[src/rtl/core/u2c_pkg.sv]
// ----------------------------------------------------------------------------
// u2c_pkg
// Word types, constants and the CP850 upper-half reverse lookup.
// ----------------------------------------------------------------------------
package u2c_pkg;

    typedef struct packed {
        logic [7:0] in_byte;
        logic       in_last;
    } t_in_word;

    typedef struct packed {
        logic [7:0] out_byte;
        logic       out_last;
    } t_out_word;

    localparam logic [7:0] QMARK = 8'h3F;
    localparam logic [7:0] SPACE = 8'h20;

    localparam int FIFO_DEPTH = 4;
    localparam int FIFO_AW    = $clog2(FIFO_DEPTH);

    localparam int CODE_W = 21;

    localparam logic [15:0] CP850_HI [128] = '{
        16'h00C7, 16'h00FC, 16'h00E9, 16'h00E2, 16'h00E4, 16'h00E0, 16'h00E5, 16'h00E7,
        16'h00EA, 16'h00EB, 16'h00E8, 16'h00EF, 16'h00EE, 16'h00EC, 16'h00C4, 16'h00C5,
        16'h00C9, 16'h00E6, 16'h00C6, 16'h00F4, 16'h00F6, 16'h00F2, 16'h00FB, 16'h00F9,
        16'h00FF, 16'h00D6, 16'h00DC, 16'h00F8, 16'h00A3, 16'h00D8, 16'h00D7, 16'h0192,
        16'h00E1, 16'h00ED, 16'h00F3, 16'h00FA, 16'h00F1, 16'h00D1, 16'h00AA, 16'h00BA,
        16'h00BF, 16'h00AE, 16'h00AC, 16'h00BD, 16'h00BC, 16'h00A1, 16'h00AB, 16'h00BB,
        16'h2591, 16'h2592, 16'h2593, 16'h2502, 16'h2524, 16'h00C1, 16'h00C2, 16'h00C0,
        16'h00A9, 16'h2563, 16'h2551, 16'h2557, 16'h255D, 16'h00A2, 16'h00A5, 16'h2510,
        16'h2514, 16'h2534, 16'h252C, 16'h251C, 16'h2500, 16'h253C, 16'h00E3, 16'h00C3,
        16'h255A, 16'h2554, 16'h2569, 16'h2566, 16'h2560, 16'h2550, 16'h256C, 16'h00A4,
        16'h00F0, 16'h00D0, 16'h00CA, 16'h00CB, 16'h00C8, 16'h0131, 16'h00CD, 16'h00CE,
        16'h00CF, 16'h2518, 16'h250C, 16'h2588, 16'h2584, 16'h00A6, 16'h00CC, 16'h2580,
        16'h00D3, 16'h00DF, 16'h00D4, 16'h00D2, 16'h00F5, 16'h00D5, 16'h00B5, 16'h00FE,
        16'h00DE, 16'h00DA, 16'h00DB, 16'h00D9, 16'h00FD, 16'h00DD, 16'h00AF, 16'h00B4,
        16'h00AD, 16'h00B1, 16'h2017, 16'h00BE, 16'h00B6, 16'h00A7, 16'h00F7, 16'h00B8,
        16'h00B0, 16'h00A8, 16'h00B7, 16'h00B9, 16'h00B3, 16'h00B2, 16'h25A0, 16'h00A0
    };

    // code point to CP850 byte; parallel compares against the table
    function automatic logic [7:0] map_code(logic [CODE_W-1:0] code, logic rc);
        logic       hit;
        logic [6:0] idx;
        logic [7:0] r;
        hit = 1'b0;
        idx = 7'd0;
        for (int i = 0; i < 128; i++) begin
            if ({5'd0, CP850_HI[i]} == code) begin
                hit = 1'b1;
                idx = idx | 7'(i);
            end
        end
        if (code[CODE_W-1:7] == '0) begin
            r = code[7:0];
        end else if (hit) begin
            r = {1'b1, idx};
        end else begin
            r = QMARK;
        end
        if (rc && r != 8'd0 && r[7:5] == 3'd0) begin
            r = SPACE;
        end
        return r;
    endfunction

endpackage

[src/rtl/core/utf8_to_cp850_transcoder.sv]
// ----------------------------------------------------------------------------
// utf8_to_cp850_transcoder
// UTF-8 byte stream to CP850 byte stream, one input word per cycle unless stalled.
// ----------------------------------------------------------------------------
// Input channel i_valid/o_stall carries one UTF-8 byte and an end-of-string
// flag per word. Output channel o_valid/i_stall carries CP850 bytes, with
// out_last on the final byte of each string. i_cfg_we/i_cfg_wdata write the
// replace_controls bit; write it only while the block is idle.
// An accepted word sits in an input register; from there it is decoded
// against the sequence state and its results (zero, one or two) go into a
// four-word output queue once the queue has two free slots. A result leaves
// from the queue head on o_word. Throughput is one input word per cycle while
// the queue has room; a broken sequence gives two result words, which drain
// one per cycle from the queue while the receiver does not stall.
// When the receiver stalls the queue fills; the input register holds while
// the queue has fewer than two free slots, and o_stall rises.
// Synchronous reset clears the sequence state, the queue, the input stage
// and replace_controls.
// ----------------------------------------------------------------------------
module utf8_to_cp850_transcoder (
    input  logic                i_clk,
    input  logic                i_rst_n,
    input  logic                i_valid,
    output logic                o_stall,
    input  u2c_pkg::t_in_word   i_word,
    output logic                o_valid,
    input  logic                i_stall,
    output u2c_pkg::t_out_word  o_word,
    input  logic                i_cfg_we,
    input  logic                i_cfg_wdata
);
    import u2c_pkg::*;

    logic                r_rc;
    logic                r_in_valid;
    t_in_word            r_in_word;
    logic [CODE_W-1:0]   r_acc;
    logic [1:0]          r_rem;
    t_out_word           r_fifo [FIFO_DEPTH];
    logic [FIFO_AW-1:0]  r_wr_ptr;
    logic [FIFO_AW-1:0]  r_rd_ptr;
    logic [FIFO_AW:0]    r_count;

    logic [CODE_W-1:0]   n_acc;
    logic [1:0]          n_rem;
    logic [FIFO_AW-1:0]  n_wr_ptr;
    logic [FIFO_AW-1:0]  n_rd_ptr;
    logic [FIFO_AW:0]    n_count;

    logic                advance;
    logic                pop;
    logic [1:0]          push_n;

    logic [7:0]          b;
    logic                l;
    logic                cont;
    logic [CODE_W-1:0]   acc_sh;
    logic [1:0]          rem_dec;

    logic                lead_v;
    t_out_word           lead_word;
    logic [CODE_W-1:0]   lead_acc;
    logic [1:0]          lead_rem;

    logic                res0_v;
    logic                res1_v;
    t_out_word           res0;
    t_out_word           res1;

    assign advance = r_in_valid && (r_count <= (FIFO_AW+1)'(FIFO_DEPTH - 2));
    assign o_stall = r_in_valid && !advance;
    assign o_valid = (r_count != '0);
    assign o_word  = r_fifo[r_rd_ptr];
    assign pop     = o_valid && !i_stall;

    assign b       = r_in_word.in_byte;
    assign l       = r_in_word.in_last;
    assign cont    = (b[7:6] == 2'b10);
    assign acc_sh  = {r_acc[CODE_W-7:0], b[5:0]};
    assign rem_dec = r_rem - 2'd1;

    // lead byte decode
    always_comb begin
        lead_v    = 1'b1;
        lead_word = '{out_byte: QMARK, out_last: l};
        lead_acc  = '0;
        lead_rem  = 2'd0;
        if (!b[7]) begin
            lead_word.out_byte = map_code({13'd0, b}, r_rc);
        end else if (b[7:5] == 3'b110 || b[7:4] == 4'b1110 || b[7:3] == 5'b11110) begin
            // a lead that ends the string gives '?' with last set (default)
            if (!l) begin
                lead_v = 1'b0;
                if (b[7:5] == 3'b110) begin
                    lead_acc = {16'd0, b[4:0]};
                    lead_rem = 2'd1;
                end else if (b[7:4] == 4'b1110) begin
                    lead_acc = {17'd0, b[3:0]};
                    lead_rem = 2'd2;
                end else begin
                    lead_acc = {18'd0, b[2:0]};
                    lead_rem = 2'd3;
                end
            end
        end
    end

    // sequence step
    always_comb begin
        res0_v = 1'b0;
        res1_v = 1'b0;
        res0   = '{out_byte: QMARK, out_last: 1'b0};
        res1   = lead_word;
        n_acc  = r_acc;
        n_rem  = r_rem;
        if (r_rem == 2'd0) begin
            res0_v = lead_v;
            res0   = lead_word;
            n_acc  = lead_acc;
            n_rem  = lead_rem;
        end else if (cont) begin
            if (rem_dec == 2'd0) begin
                res0_v = 1'b1;
                res0   = '{out_byte: map_code(acc_sh, r_rc), out_last: l};
                n_acc  = '0;
                n_rem  = 2'd0;
            end else if (l) begin
                res0_v = 1'b1;
                res0   = '{out_byte: QMARK, out_last: 1'b1};
                n_acc  = '0;
                n_rem  = 2'd0;
            end else begin
                n_acc  = acc_sh;
                n_rem  = rem_dec;
            end
        end else begin
            // broken sequence: '?' then the byte again as a lead
            res0_v = 1'b1;
            res1_v = lead_v;
            n_acc  = lead_acc;
            n_rem  = lead_rem;
        end
    end

    assign push_n   = advance ? ({1'b0, res0_v} + {1'b0, res1_v}) : 2'd0;
    assign n_wr_ptr = r_wr_ptr + FIFO_AW'(push_n);
    assign n_rd_ptr = r_rd_ptr + FIFO_AW'(pop);
    assign n_count  = r_count + (FIFO_AW+1)'(push_n) - (FIFO_AW+1)'(pop);

    always_ff @(posedge i_clk) begin
        if (!i_rst_n) begin
            r_rc       <= 1'b0;
            r_in_valid <= 1'b0;
            r_acc      <= '0;
            r_rem      <= 2'd0;
            r_wr_ptr   <= '0;
            r_rd_ptr   <= '0;
            r_count    <= '0;
        end else begin
            if (i_cfg_we) begin
                r_rc <= i_cfg_wdata;
            end
            if (i_valid && !o_stall) begin
                r_in_valid <= 1'b1;
            end else if (advance) begin
                r_in_valid <= 1'b0;
            end
            if (advance) begin
                r_acc <= n_acc;
                r_rem <= n_rem;
            end
            r_wr_ptr <= n_wr_ptr;
            r_rd_ptr <= n_rd_ptr;
            r_count  <= n_count;
        end
    end

    always_ff @(posedge i_clk) begin
        if (i_valid && !o_stall) begin
            r_in_word <= i_word;
        end
        if (advance && res0_v) begin
            r_fifo[r_wr_ptr] <= res0;
        end
        if (advance && res1_v) begin
            r_fifo[r_wr_ptr + FIFO_AW'(1)] <= res1;
        end
    end

endmodule

[config.mk]
export PLATFORM = sky130hd
export DESIGN_NAME = utf8_to_cp850_transcoder
export DESIGN_NICKNAME = d
export VERILOG_FILES = /design/src/rtl/core/u2c_pkg.sv /design/src/rtl/core/utf8_to_cp850_transcoder.sv
export SDC_FILE = /design/constraint.sdc
export NUM_CORES = 1
export LEC_CHECK = 0
export BUFFER_PORTS_ARGS = -buffer_cell sky130_fd_sc_hd__buf_4
export CAP_MARGIN = 20
export CELL_PAD_IN_SITES_DETAIL_PLACEMENT = 0
export CELL_PAD_IN_SITES_GLOBAL_PLACEMENT = 1
export CORE_MARGIN = 2
export CORE_UTILIZATION = 25
export CTS_CLUSTER_SIZE = 10
export DETAILED_ROUTE_END_ITERATION = 10
export PLACE_DENSITY_LB_ADDON = 0.1
export SYNTH_ARGS = -nofsm -noshare
export SYNTH_HDL_FRONTEND = slang
export SYNTH_SLANG_ARGS = --single-unit
export TNS_END_PERCENT = 5
[constraint.sdc]
create_clock -name i_clk -period 5 [get_ports i_clk]
set_input_delay 0 -clock i_clk [delete_from_list [all_inputs] [get_ports i_clk]]
set_output_delay 0 -clock i_clk [all_outputs]
set_load 0.05 [all_outputs]
Word-level counts from Yosys, hierarchy flattened. Memory sizes are Yosys's and may differ from the RTL's. A register that Yosys moved wholly into a read port is not among the register bits. Index checks and enable logic that the tools add are counted.

Output and inout bits: 11. Input port bits: 15. Memories kept: 1. Flip-flop bits (word level): 35. Word-level logic and storage cells: 1858. RAM bits: 36.

Memory list: r_fifo (words 4, width 9, rd ports 1, clocked after memory_dff 1, wr ports 2, line utf8_to_cp850_transcoder.sv:39) `t_out_word r_fifo [FIFO_DEPTH];`.

Muxes and demuxes: 1586. Equal/unequal tests: 231. Add/subtract/negate cells: 7. Magnitude comparators: 1. Reduce and logical (&&, ||, !) cells: 23.

Operators with widths (number): 7-bit 2-to-1 mux (619); 8-bit by 21-bit equality test with 1-bit output (first input constant) (96); 1-bit 2-to-1 mux (769); 8-bit equality test (first input constant) (96); 14-bit by 21-bit equality test with 1-bit output (first input constant) (30); 15-bit 2-to-1 mux (26); 6-bit 2-to-1 mux (54); 8-bit 2-to-1 mux (21); 5-bit 2-to-1 mux (31); 9-bit 2-to-1 mux (9); 4-bit 2-to-1 mux (17); 2-bit 2-to-1 mux (32); 9-bit by 21-bit equality test with 1-bit output (first input constant) (2); 3-bit 2-to-1 mux (8); 8-bit nonzero test (2); 14-bit logical NOT (1); 1-bit logical AND (10); 3-bit logical NOT (2); 5-bit equality test (second input constant) (1); 4-bit equality test (second input constant) (1); 2-bit logical NOT (2); 2-bit by 1-bit inequality test with 1-bit output (second input constant) (2); 3-bit by 2-bit adder with 3-bit output (1); 3-bit equality test (second input constant) (1); 12 further kinds (15).

Longest topological paths before layout. Gate-level depths: netlist of run 1.

Depth after elaboration: 535. Mapped depth: 17. Depth with buffers taken out: 14.

Worst setup path before layout of run 1. OpenSTA, ideal clock, no wires.

Path kind: flip-flop to flip-flop. Start point: register r_in_word (netlist bit b[3]). End point: register r_count[2]. Arrival: 3.363 ns. Period minus slack after synthesis: 3.478 ns. Required time: 4.885 ns. Library setup time: 0.115 ns. Stages on the path, launching flop included: 18. Setup slack: 1.522 ns. Cells stage by stage: edfxtp_1 buf_2 buf_6 buf_2 buf_2 nand3_1 nor3b_1 a21oi_1 ha_1 nand2_1 ha_1 inv_1 ha_1 inv_1 fa_1 xor2_1 xnor2_1 and2_1.

Longest elaborated chain between the ends: 12.

Ends and longest elaborated chain: start, declared (line utf8_to_cp850_transcoder.sv:36) `t_in_word r_in_word;`; start signal, assigned (line utf8_to_cp850_transcoder.sv:180) `r_in_word <= i_word;`; 5-bit equality test (*) (line utf8_to_cp850_transcoder.sv:90) `end else if (b[7:5] == 3'b110 || b[7:4] == 4'b1110 || b[7:3] == 5'b11110) begin`; 1-bit logical OR (*) (line utf8_to_cp850_transcoder.sv:90); 1-bit 2-to-1 mux (*) (line utf8_to_cp850_transcoder.sv:90); 1-bit 2-to-1 mux (*) (2 in series) (line utf8_to_cp850_transcoder.sv:88) `if (!b[7]) begin`; 1-bit 2-to-1 mux (line utf8_to_cp850_transcoder.sv:121) `end else if (cont) begin`; 1-bit 2-to-1 mux (2 in series) (line utf8_to_cp850_transcoder.sv:116) `if (r_rem == 2'd0) begin`; 1-bit by 1-bit adder with 2-bit output (*) (line utf8_to_cp850_transcoder.sv:145) `assign push_n = advance ? ({1'b0, res0_v} + {1'b0, res1_v}) : 2'd0;`; 2-bit 2-to-1 mux (*) (line utf8_to_cp850_transcoder.sv:145); 3-bit by 2-bit adder with 3-bit output (*) (line utf8_to_cp850_transcoder.sv:148) `assign n_count = r_count + (FIFO_AW+1)'(push_n) - (FIFO_AW+1)'(pop);`; 3-bit by 1-bit subtractor with 3-bit output (*) (line utf8_to_cp850_transcoder.sv:148); end signal, assigned (line utf8_to_cp850_transcoder.sv:174) `r_count <= n_count;`; end, declared (line utf8_to_cp850_transcoder.sv:42) `logic [FIFO_AW:0] r_count;`.

Every way passes the cells marked *; elsewhere a longest branch is shown, timed or not. The select of a mux whose other input is x is not followed. A chain may end at the register's enable or synchronous reset.

==> flow_metrics.env, run 1 <==
export IMPL_setup_worst_path_end="r_fifo[0][2]"
export IMPL_r2r_cells=11
export IMPL_pin_count=26
export IMPL_synth_edff_count=45
export IMPL_synthAdderAreaFrac_pct=1.56
export IMPL_clk_path_buf_depth=2
export IMPL_worst_setup_path_type="reg2reg"
export IMPL_clk_latency_ps=370
export IMPL_critPathMaxFanout=22
export IMPL_finClkSkew_ps=26.6
export IMPL_leakagePower_nw=2.90
export IMPL_fillerInstances=3296
export IMPL_power_density_nw_per_um2=275
export IMPL_r2r_end="r_fifo[0][2]"
export IMPL_cts_made_buffers=9
export IMPL_grt_antenna_before_repair=1
export IMPL_reg2reg_from="b[3]"
export IMPL_setup_tns_ps=0
export IMPL_routed_wl_um=36700
export IMPL_synth_compound_area_share_pct=28.8
export IMPL_first_pass_iters=5
export IMPL_grt_ovfl_total=0
export IMPL_fin_nets=990
export IMPL_hpwl_um=26900
export IMPL_core_area_um2=30400
export IMPL_syn_num_nets=984
export IMPL_period_minus_slack_ps=4240
export IMPL_synth_area_leaders="edfxtp_1 18%, dfxtp_1 6.8%, a21oi_1 5.3%, nor2_1 3.2%, buf_2 2.9%"
export IMPL_grt_pass1_wl_um=53800
export IMPL_die_area_um2=32100
export IMPL_crit_start="b[3]"
export IMPL_r2r_slack_ps=760
export IMPL_dr_total_vias=8452
export IMPL_die_y_um=179
export IMPL_htree_num_levels=3
export IMPL_drive_gt1_share_pct=13.9
export IMPL_synth_cell_types=87
export IMPL_cp_arrival_ps=4310
export IMPL_synth_simple_area_share_pct=32.0
export IMPL_gp_congestion=0.929
export IMPL_port_buffers=25
export IMPL_synth_common_cells="82 x a21oi_1, 65 x nor2_1, 56 x nand2_1, 45 x buf_2, 45 x edfxtp_1"
export IMPL_crit_path_start_kind="register"
export IMPL_cts_tree="yes"
export IMPL_syn_to_final_growth_pct=13.5
export IMPL_final_area_um2=8710
export IMPL_hold_path_class="in2reg"
export IMPL_power_mw=2.40
export IMPL_synthMuxAreaShare_pct=3.49
export IMPL_clockRootBuffer="clkbuf_16"
export IMPL_endpoint_kind="register"
export IMPL_status="finished clean"
export IMPL_ys_warn_count=0
export IMPL_syn_area_um2=7680
export IMPL_ir_drop_v=0.000138
export IMPL_hold_slack_ps=183
export IMPL_fmax_mhz=236
export IMPL_worst_slew_pin_slew_ps=1020
export IMPL_yosys_cell_count_top_type="a21oi_1"
export IMPL_drv_cap=0
export IMPL_synth_top_family_by_area="simple AND/OR/NAND/NOR gates"
export IMPL_drtIter0Drc=923
export IMPL_detail_route_drc_violations=0
export IMPL_grt_max_degree=48
export IMPL_slew_headroom_pct=31.5
export IMPL_wl_per_cell_um=26.8
export IMPL_synth_main_ff_cell="edfxtp_1"
export IMPL_synth_ff_latch_count=71
export IMPL_rsz0062_at_grt="false"
export IMPL_gr_usage_all_layers_pct=22.9
export IMPL_n_antenna_cell=0
export IMPL_detail_route_antenna_nets=0
export IMPL_final_max_slew_viol_count=0
export IMPL_fp_dieW_um=179
export IMPL_cts_num_sinks=71
export IMPL_synth_largest_area_cell="edfxtp_1"
export IMPL_avgViaCountPerCell=6.18
export IMPL_synth_xor_xnor_area_share_pct=1.48
export IMPL_synth_seq_area_share_pct=24.4
export IMPL_initial_core_util_pct=25.2
export IMPL_hold_viol_final=0
export IMPL_num_rows=64
export IMPL_synthCells=960
export IMPL_clk_pin_slew_ps=80
export IMPL_avgSynthCellArea_um2=8.00
export IMPL_grt_pass1_vias=7963
export IMPL_placed_area_um2=8280
export IMPL_cp_data_required_time_ps=5080
export IMPL_synthArstFlopShare_pct=0
export IMPL_synth_top_cell_area_share_pct=17.6
export IMPL_finalSetupViolCount=0
export IMPL_post_place_cells=1335
export IMPL_period_share_pct=84.8
export IMPL_fin_cells=1367
[cell usage in the layout (no fill, tap or decap), types with 7 or more instances in the layout]
master,count
a2111oi_0,9
a211oi_1,17
a21oi_1,82
a22o_1,16
a31oi_1,22
a32oi_1,11
and2_1,16
and3_1,9
and4b_1,7
buf_4,88
clkbuf_16,9
dfxtp_1,26
dlygate4sd3_1,15
edfxtp_1,45
ha_1,8
inv_1,16
mux4_2,9
nand2_1,56
nand2b_1,17
nand3_1,38
nand3b_1,7
nand4_1,12
nand4b_1,13
nand4bb_1,8
nor2_1,65
nor2b_1,17
nor3_1,36
nor3b_1,7
nor4_1,16
nor4bb_1,10
o211ai_1,12
o21ai_0,41
o22ai_1,32
o31ai_1,9
or4_1,9
or4b_1,8
or4bb_1,8
xor2_1,8
[cell type report]
type | instances | area (um^2) | share of cell area (%)
clock buffers | 9 | 225 | 2.59
clock inverters | 7 | 47.5 | 0.546
inverters | 16 | 60.1 | 0.689
multi-input cells | 764 | 5180 | 59.5
flip-flops and latches | 71 | 1870 | 21.5
well taps | 396 | 495 | 5.69
repair buffers | 104 | 831 | 9.54
[sequential cells by signal, indices dropped and copies added (netlist names)]
| name | count |
|---|---|
| r_rc | 1 |
| r_acc | 15 |
| b | 8 |
| r_rem | 2 |
| r_fifo | 36 |
| r_wr_ptr | 2 |
| r_rd_ptr | 2 |
| l | 1 |
| r_count | 3 |
| r_in_valid | 1 |
[worst max-delay path: stages, from the launching register on]
cell       delay, ps
edfxtp_1         780
buf_4            380
or4b_1           560
a2111oi_0        190
o21bai_1         200
o31ai_1          430
nand4_1          130
a2111oi_0        480
buf_4            200
nand2_1          130
a21oi_1          350
a21oi_1           90
[routing by layer]
layer,share of wire [%],track usage (%)
met2,44,35.2
met1,44,30.5
met5,0.041,0
met3,8.0,4.94
met4,4.0,10.5
[kinds of logic after synthesis]
kind of cell | Yosys count
AOI/OAI and AO/OA | 326
xor gates and xnor gates | 13
adders and majority gates | 9
buffers and inverters | 125
DFF | 71
muxes | 15
and+or+nand+nor | 401
[worst min path at each step]
stage          startpoint           to  slack, ps  cells after the start
3_5_place_dp    i_word[3]         b[2]        180                      1
2_1_floorplan   i_word[1]         b[0]        100                      0
6_report          i_stall  r_rd_ptr[0]        180                      4
3_3_place_gp    i_word[2]         b[1]        180                      1
5_1_grt           i_stall  r_rd_ptr[0]        210                      4
4_1_cts           i_stall  r_rd_ptr[0]        170                      4
[where the power goes]
part           total (mW)  internal (mW)  switching (mW)
clock network       0.624          0.337           0.286
registers           0.769          0.692          0.0774
logic                1.01          0.351           0.655
total                2.40           1.38            1.02
[metrics by stage]
step,utilization (%),setup WS (ps)
after floorplan,-,1520
after global placement,27.2,923
after detailed placement,27.2,942
after CTS,28.6,897
after global routing,28.6,500
final,28.6,761
[timing repair]
action | 4_1_cts | 5_1_grt
gates resized for setup | 0 | 0
setup buffers | 0 | 0
hold buffers | 15 | 0
endpoints found under the hold margin | 22 | 0
(Power assumes the default switching activity.)
==> run 2: changes to the inputs <==
==> constraint.sdc (replaced) <==
create_clock -name i_clk -period 4.3 [get_ports i_clk]
set_input_delay 0 -clock i_clk [delete_from_list [all_inputs] [get_ports i_clk]]
set_output_delay 0 -clock i_clk [all_outputs]
set_load 0.05 [all_outputs]
==> run 2 against run 1 <==
  * Maximum frequency up 6.5%
  * Non-clock buffer count up 36
  * Setup slack worse by 440 ps
  * Sequential power up 15%
  * Largest cell class unchanged
  * Largest power group unchanged
  * Highest routed layer is now met4
==> flow_metrics.env, run 2 (synthesis gave the netlist of run 1 again) <==
export IMPL_status="finished clean"
export IMPL_setup_tns_ps=0
export IMPL_combPwrFrac_pct=43.1
export IMPL_layout_common_cells="119 x buf_4, 82 x a21oi_1, 65 x nor2_1"
export IMPL_cp_arrival_ps=4050
export IMPL_slew_headroom_pct=40.4
export IMPL_core_area_um2=30400
export IMPL_reg2reg_from="b[0]"
export IMPL_critPathBufInv=4
export IMPL_avgViaCountPerCell=6.10
export IMPL_htree_num_levels=3
export IMPL_wl_per_cell_um=26.3
export IMPL_r2r_slack_ps=320
export IMPL_cpLargestDelayFamily="compound AO/OA/AOI/OAI gates"
export IMPL_detail_route_drc_violations=0
export IMPL_cp_data_required_time_ps=4370
export IMPL_leakagePower_nw=3.09
export IMPL_swShare_pct=41.9
export IMPL_grt_pass1_vias=8177
export IMPL_grt_max_degree=53
export IMPL_period_minus_slack_ps=3980
export IMPL_clk_latency_ps=360
export IMPL_final_max_slew_viol_count=0
export IMPL_worst_slew_pin_slew_ps=892
export IMPL_gp_congestion=0.976
export IMPL_finalSetupViolCount=0
export IMPL_cts_tree="yes"
export IMPL_whs_endpoint="r_rd_ptr[0]"
export IMPL_dr_total_vias=8555
export IMPL_port_buffers=25
export IMPL_fp_dieW_um=179
export IMPL_hold_start="i_stall"
export IMPL_cpMaxStageDelayCell="o31ai_1"
export IMPL_grt_ovfl_total=0
export IMPL_clk_pin_slew_ps=80
export IMPL_crit_path_frequent_cell="buf_4"
export IMPL_fin_nets=1026
export IMPL_hold_path_class="in2reg"
export IMPL_hold_slack_ps=199
export IMPL_die_y_um=179
export IMPL_final_common_cell="buf_4"
export IMPL_hpwl_um=27700
export IMPL_intPower_mw=1.64
export IMPL_r2r_cells=12
export IMPL_seq_power_share_pct=31.3
export IMPL_drtIter0Drc=1130
export IMPL_cts_num_sinks=71
export IMPL_cts_made_buffers=9
export IMPL_endpoint_kind="register"
export IMPL_worst_setup_path_type="reg2reg"
export IMPL_drv_cap=0
export IMPL_routed_wl_um=36900
export IMPL_fin_cells=1403
export IMPL_power_density_nw_per_um2=311
export IMPL_post_place_cells=1372
export IMPL_num_rows=64
export IMPL_clk_path_buf_depth=2
export IMPL_placed_area_um2=8620
export IMPL_final_area_um2=9040
export IMPL_pin_count=26
export IMPL_r2r_end="r_fifo[2][4]"
export IMPL_initial_core_util_pct=25.2
export IMPL_grt_antenna_before_repair=0
export IMPL_top_register="r_fifo"
export IMPL_first_pass_iters=5
export IMPL_cts_setup_buffers=0
export IMPL_gr_usage_all_layers_pct=23.1
export IMPL_n_antenna_cell=0
export IMPL_hold_depth=4
export IMPL_hold_viol_final=0
export IMPL_crit_path_start_kind="register"
export IMPL_rsz0062_at_grt="false"
export IMPL_critPathMaxStageDelay_ps=570
export IMPL_critPathMaxFanout=50
export IMPL_fmax_mhz=251
export IMPL_ir_drop_v=0.000146
export IMPL_period_share_pct=92.6
export IMPL_worstPathCellList="buf_4 -> buf_12 -> or4bb_1 -> o21bai_1 -> o31ai_1 -> buf_4 -> nand4_1 -> a2111oi_0 -> buf_4 -> nand2_1 -> a31oi_1 -> a21oi_1"
export IMPL_largest_register_ffs=36
export IMPL_syn_to_final_growth_pct=17.8
export IMPL_drive_gt1_share_pct=17.0
export IMPL_grt_pass1_wl_um=54500
export IMPL_clock_power_share_pct=25.6
export IMPL_switchingPower_mw=1.18
export IMPL_detail_route_antenna_nets=0
export IMPL_clockRootBuffer="clkbuf_16"
export IMPL_die_area_um2=32100
export IMPL_finClkSkew_ps=24.9
## run 2: cell types whose count changed in the layout (fill, tap and decap cells not counted), sizes merged
cell / before / now
buf: 89 / 125
## run 2: cell type report
class | count | area (um^2)
fillers | 3347 | 21400
multi-input cells | 764 | 5180
flip-flops and latches | 71 | 1870
repair buffers | 140 | 1160
well taps | 396 | 495
clock buffers | 9 | 225
inverters | 16 | 60.1
clock inverters | 7 | 47.5
## run 2: repair_timing
item,in CTS,in global routing
resized for setup,0,0
endpoints found under the hold margin,21,0
hold buffers,15,0
## run 2: how the worst max path moves through the flow
stage	cells past startpoint	start	slack, ps	endpoint
finish	12	b[0]	320	r_fifo[2][4]
global route	12	b[0]	40	r_fifo[3][4]
CTS	11	b[3]	420	r_fifo[2][4]
detailed placement	12	b[3]	450	r_fifo[2][4]
global placement	12	b[0]	320	r_fifo[0][4]
floorplan	17	b[3]	820	r_count[2]
## run 2: worst reg2reg max path, cell delays in order, from the launching register on
cell and delay, ps:
edfxtp_1 490, buf_4 200, buf_12 230, or4bb_1 420
o21bai_1 150, o31ai_1 570, buf_4 210, nand4_1 80
a2111oi_0 540, buf_4 220, nand2_1 120, a31oi_1 400
a21oi_1 80
## run 2: power by group through the flow
stage | Combinational, mW | Sequential, mW | Clock [mW]
6_report | 1.21 | 0.882 | 0.721
5_1_grt | 1.31 | 0.896 | 0.764
4_1_cts | 1.21 | 0.886 | 0.745
3_5_place_dp | 1.19 | 0.901 | 0
3_3_place_gp | 1.22 | 0.899 | 0
2_1_floorplan | 0.849 | 0.843 | 0
## run 2: metrics by stage
step                setup WS [ps]  utilization [%]  power, mW
floorplan                     822                -       1.69
global placement              320             28.3       2.12
detailed placement            454             28.3       2.09
CTS                           420             29.7       2.84
global route                 44.5             29.7       2.97
finish                        319             29.7       2.82
## run 2: layer usage
metal,global-route usage (%),part of all wire (%)
met1,31.0,43
met4,10.4,4.2
met5,0,0
met2,35.5,45
met3,4.69,8.3
==> run 3: changes to the inputs <==
--- a/config.mk
+++ b/config.mk
@@ -5,6 +5,7 @@
 export SDC_FILE = /design/constraint.sdc
 export NUM_CORES = 1
 export LEC_CHECK = 0
+export ABC_AREA = 1
 export BUFFER_PORTS_ARGS = -buffer_cell sky130_fd_sc_hd__buf_4
 export CAP_MARGIN = 20
 export CELL_PAD_IN_SITES_DETAIL_PLACEMENT = 0
==> run 3 against run 2 <==
  * Core utilization increased by 0.059 points
  * Worst hold slack worse by 19 ps
  * Via count rose by 21%
  * Die area up 3.9%
  * Flip-flop and latch count unchanged
  * Area after synthesis increased by 4.0%
  * Non-clock buffer count down 39
  * Sequential share of layout area is 0.73 points lower
  * Design area increased by 3.6%
  * First-iteration DRC count decreased by 17%
  * Sequential power is 5.1% lower
  * Power shrank 2.7%
  * Critical endpoint is now r_fifo[3][6]
  * Largest power group unchanged
==> flow_metrics.env, run 3 <==
export IMPL_status="finished clean"
export IMPL_period_minus_slack_ps=4060
export IMPL_fmax_mhz=246
export IMPL_maxUsedRoutingLayer="met4"
export IMPL_finalSetupViolCount=0
export IMPL_avgViaCountPerCell=5.37
export IMPL_cp_arrival_ps=4160
export IMPL_dp_slack_ps=244
export IMPL_post_place_cells=1905
export IMPL_pin_count=26
export IMPL_leakagePower_nw=4.75
export IMPL_route_met2_wl_um=19000
export IMPL_ys_warn_count=0
export IMPL_slew_headroom_pct=37.1
export IMPL_fin_nets=1551
export IMPL_wl_per_cell_um=22.2
export IMPL_power_mw=2.74
export IMPL_grt_antenna_before_repair=0
export IMPL_detail_route_antenna_nets=0
export IMPL_synth_ff_latch_count=71
export IMPL_fp_dieW_um=183
export IMPL_crit_path_start_kind="register"
export IMPL_clockRootBuffer="clkbuf_16"
export IMPL_synthArstFlopShare_pct=0
export IMPL_synth_main_ff_cell="edfxtp_1"
export IMPL_die_area_um2=33400
export IMPL_grt_ovfl_total=0
export IMPL_synth_largest_area_cell="nand2_1"
export IMPL_gp_congestion=0.974
export IMPL_worst_slew_pin_slew_ps=940
export IMPL_n_antenna_cell=0
export IMPL_initial_core_util_pct=25.4
export IMPL_final_common_cell="nand2_1"
export IMPL_critPathMaxFanout=7
export IMPL_clk_path_buf_depth=2
export IMPL_clk_pin_slew_ps=60
export IMPL_endpoint_kind="register"
export IMPL_detail_route_drc_violations=0
export IMPL_fin_cells=1934
export IMPL_gr_usage_all_layers_pct=25.7
export IMPL_grt_max_degree=32
export IMPL_hold_path_class="in2reg"
export IMPL_core_area_um2=31500
export IMPL_synth_edff_count=45
export IMPL_clk_latency_ps=340
export IMPL_cts_num_sinks=71
export IMPL_finClkSkew_ps=9.50
export IMPL_ir_drop_v=0.000166
export IMPL_grt_pass1_wl_um=63700
export IMPL_num_rows=65
export IMPL_avgSynthCellArea_um2=5.46
export IMPL_yosys_cell_count_top_type="nand2_1"
export IMPL_port_buffers=25
export IMPL_hpwl_um=33300
export IMPL_setup_tns_ps=0
export IMPL_grt_pass1_vias=10100
export IMPL_fin_util_pct=29.8
export IMPL_rsz0062_at_grt="false"
export IMPL_power_density_nw_per_um2=293
export IMPL_syn_to_final_growth_pct=17.3
export IMPL_r2r_slack_ps=240
export IMPL_cts_setup_buffers=0
export IMPL_htree_num_levels=3
export IMPL_hold_viol_final=0
export IMPL_dr_total_vias=10400
export IMPL_synthCells=1463
export IMPL_wl_met1_um=18800
export IMPL_r2r_cells=18
export IMPL_hold_depth=5
export IMPL_period_share_pct=94.5
export IMPL_synth_seq_area_share_pct=23.4
export IMPL_hold_slack_ps=180
export IMPL_syn_area_um2=7990
export IMPL_placed_area_um2=8940
export IMPL_routed_wl_um=42900
export IMPL_synth_area_leaders="nand2_1 21%, edfxtp_1 17%, nor2_1 16%, nand3_1 7.8%, dfxtp_1 6.5%"
export IMPL_worst_slack_ps=238
export IMPL_cp_data_required_time_ps=4400
export IMPL_synth_cell_types=45
export IMPL_top_register="r_fifo"
export IMPL_final_area_um2=9370
export IMPL_largest_register_ffs=36
export IMPL_final_max_slew_viol_count=0
export IMPL_synth_common_cells="438 x nand2_1, 348 x nor2_1, 128 x inv_1, 124 x nand3_1, 79 x o21ai_0"
export IMPL_layout_common_cells="437 x nand2_1, 345 x nor2_1, 128 x inv_1"
export IMPL_cts_made_buffers=9
export IMPL_worst_setup_path_type="reg2reg"
export IMPL_synth_top_cell_area_share_pct=20.6
export IMPL_first_pass_iters=5
export IMPL_drv_cap=0
export IMPL_die_y_um=183
export IMPL_cts_tree="yes"
export IMPL_drive_gt1_share_pct=8.94
export IMPL_wl_met3_um=3150
export IMPL_syn_num_nets=1487
export IMPL_drtIter0Drc=943
-- run 3: changes by cell type after synthesis, moves of 17 or more --
cell	change
a21oi_1	-31
a31oi_1	-21
buf_2	-18
clkbuf_1	-25
inv_1	+112
nand2_1	+382
nand3_1	+86
nand4_1	+36
nor2_1	+283
nor2b_1	-17
o21ai_0	+38
o22ai_1	-17
-- run 3: cells by family after synthesis --
logic type / after synthesis / synth area share (%)
flops: 71 / 23.4
xor+xnor: 4 / 0.439
fa+ha+maj: 9 / 1.50
simple gates: 1014 / 52.6
compound gates: 181 / 12.8
buf+inv: 184 / 9.26
-- run 3: path summary, 6_finish.rpt --
kind | startpoint | to
worst max-delay path | b[2] | r_fifo[3][6]
worst min-delay path | i_stall | r_rd_ptr[0]
worst min register to register | r_acc[12] | r_acc[12]
worst max register to register | b[2] | r_fifo[3][6]
-- run 3: critical path: stages, from the launching register on --
cell and delay [ps]:
edfxtp_1 530, buf_4 220, nor2_1 400, nand2_1 500, buf_4 320, a21oi_1 190
nand2_1 100, nand2_1 130, a21oi_1 50, nand3_1 280, nor2_1 130, nand2_2 160
nand3_1 200, nand2_1 120, nand2_1 50, o21bai_1 180, nand2_1 80, nand2_1 130
nor2_1 50
-- run 3: repair_timing --
action,4_1_cts,5_1_grt
endpoints found under the setup margin,0,7
hold buffers,13,0
resized for setup,0,1
endpoints found under the hold margin,16,0
-- run 3: final cells by class --
class	count	area, um^2
Tap cell	402	503
Clock buffer	9	225
Inverter	136	510
Sequential cell	71	1870
Clock inverter	7	71.3
Fill cell	3652	22100
Multi-Input combinational cell	1208	5400
Timing Repair Buffer	101	795
-- run 3: power by group --
group | switching (mW) | internal [mW]
Sequential | 0.0404 | 0.796
Clock | 0.304 | 0.451
Combinational | 0.838 | 0.312
Total | 1.18 | 1.56
-- run 3: metal layers --
metal | up-vias | global-route usage, %
li1 | 4925 | -
met1 | 4854 | 34.1
met2 | 497 | 40.7
met3 | 114 | 4.92
met4 | 0 | 11.0
met5 | - | 0
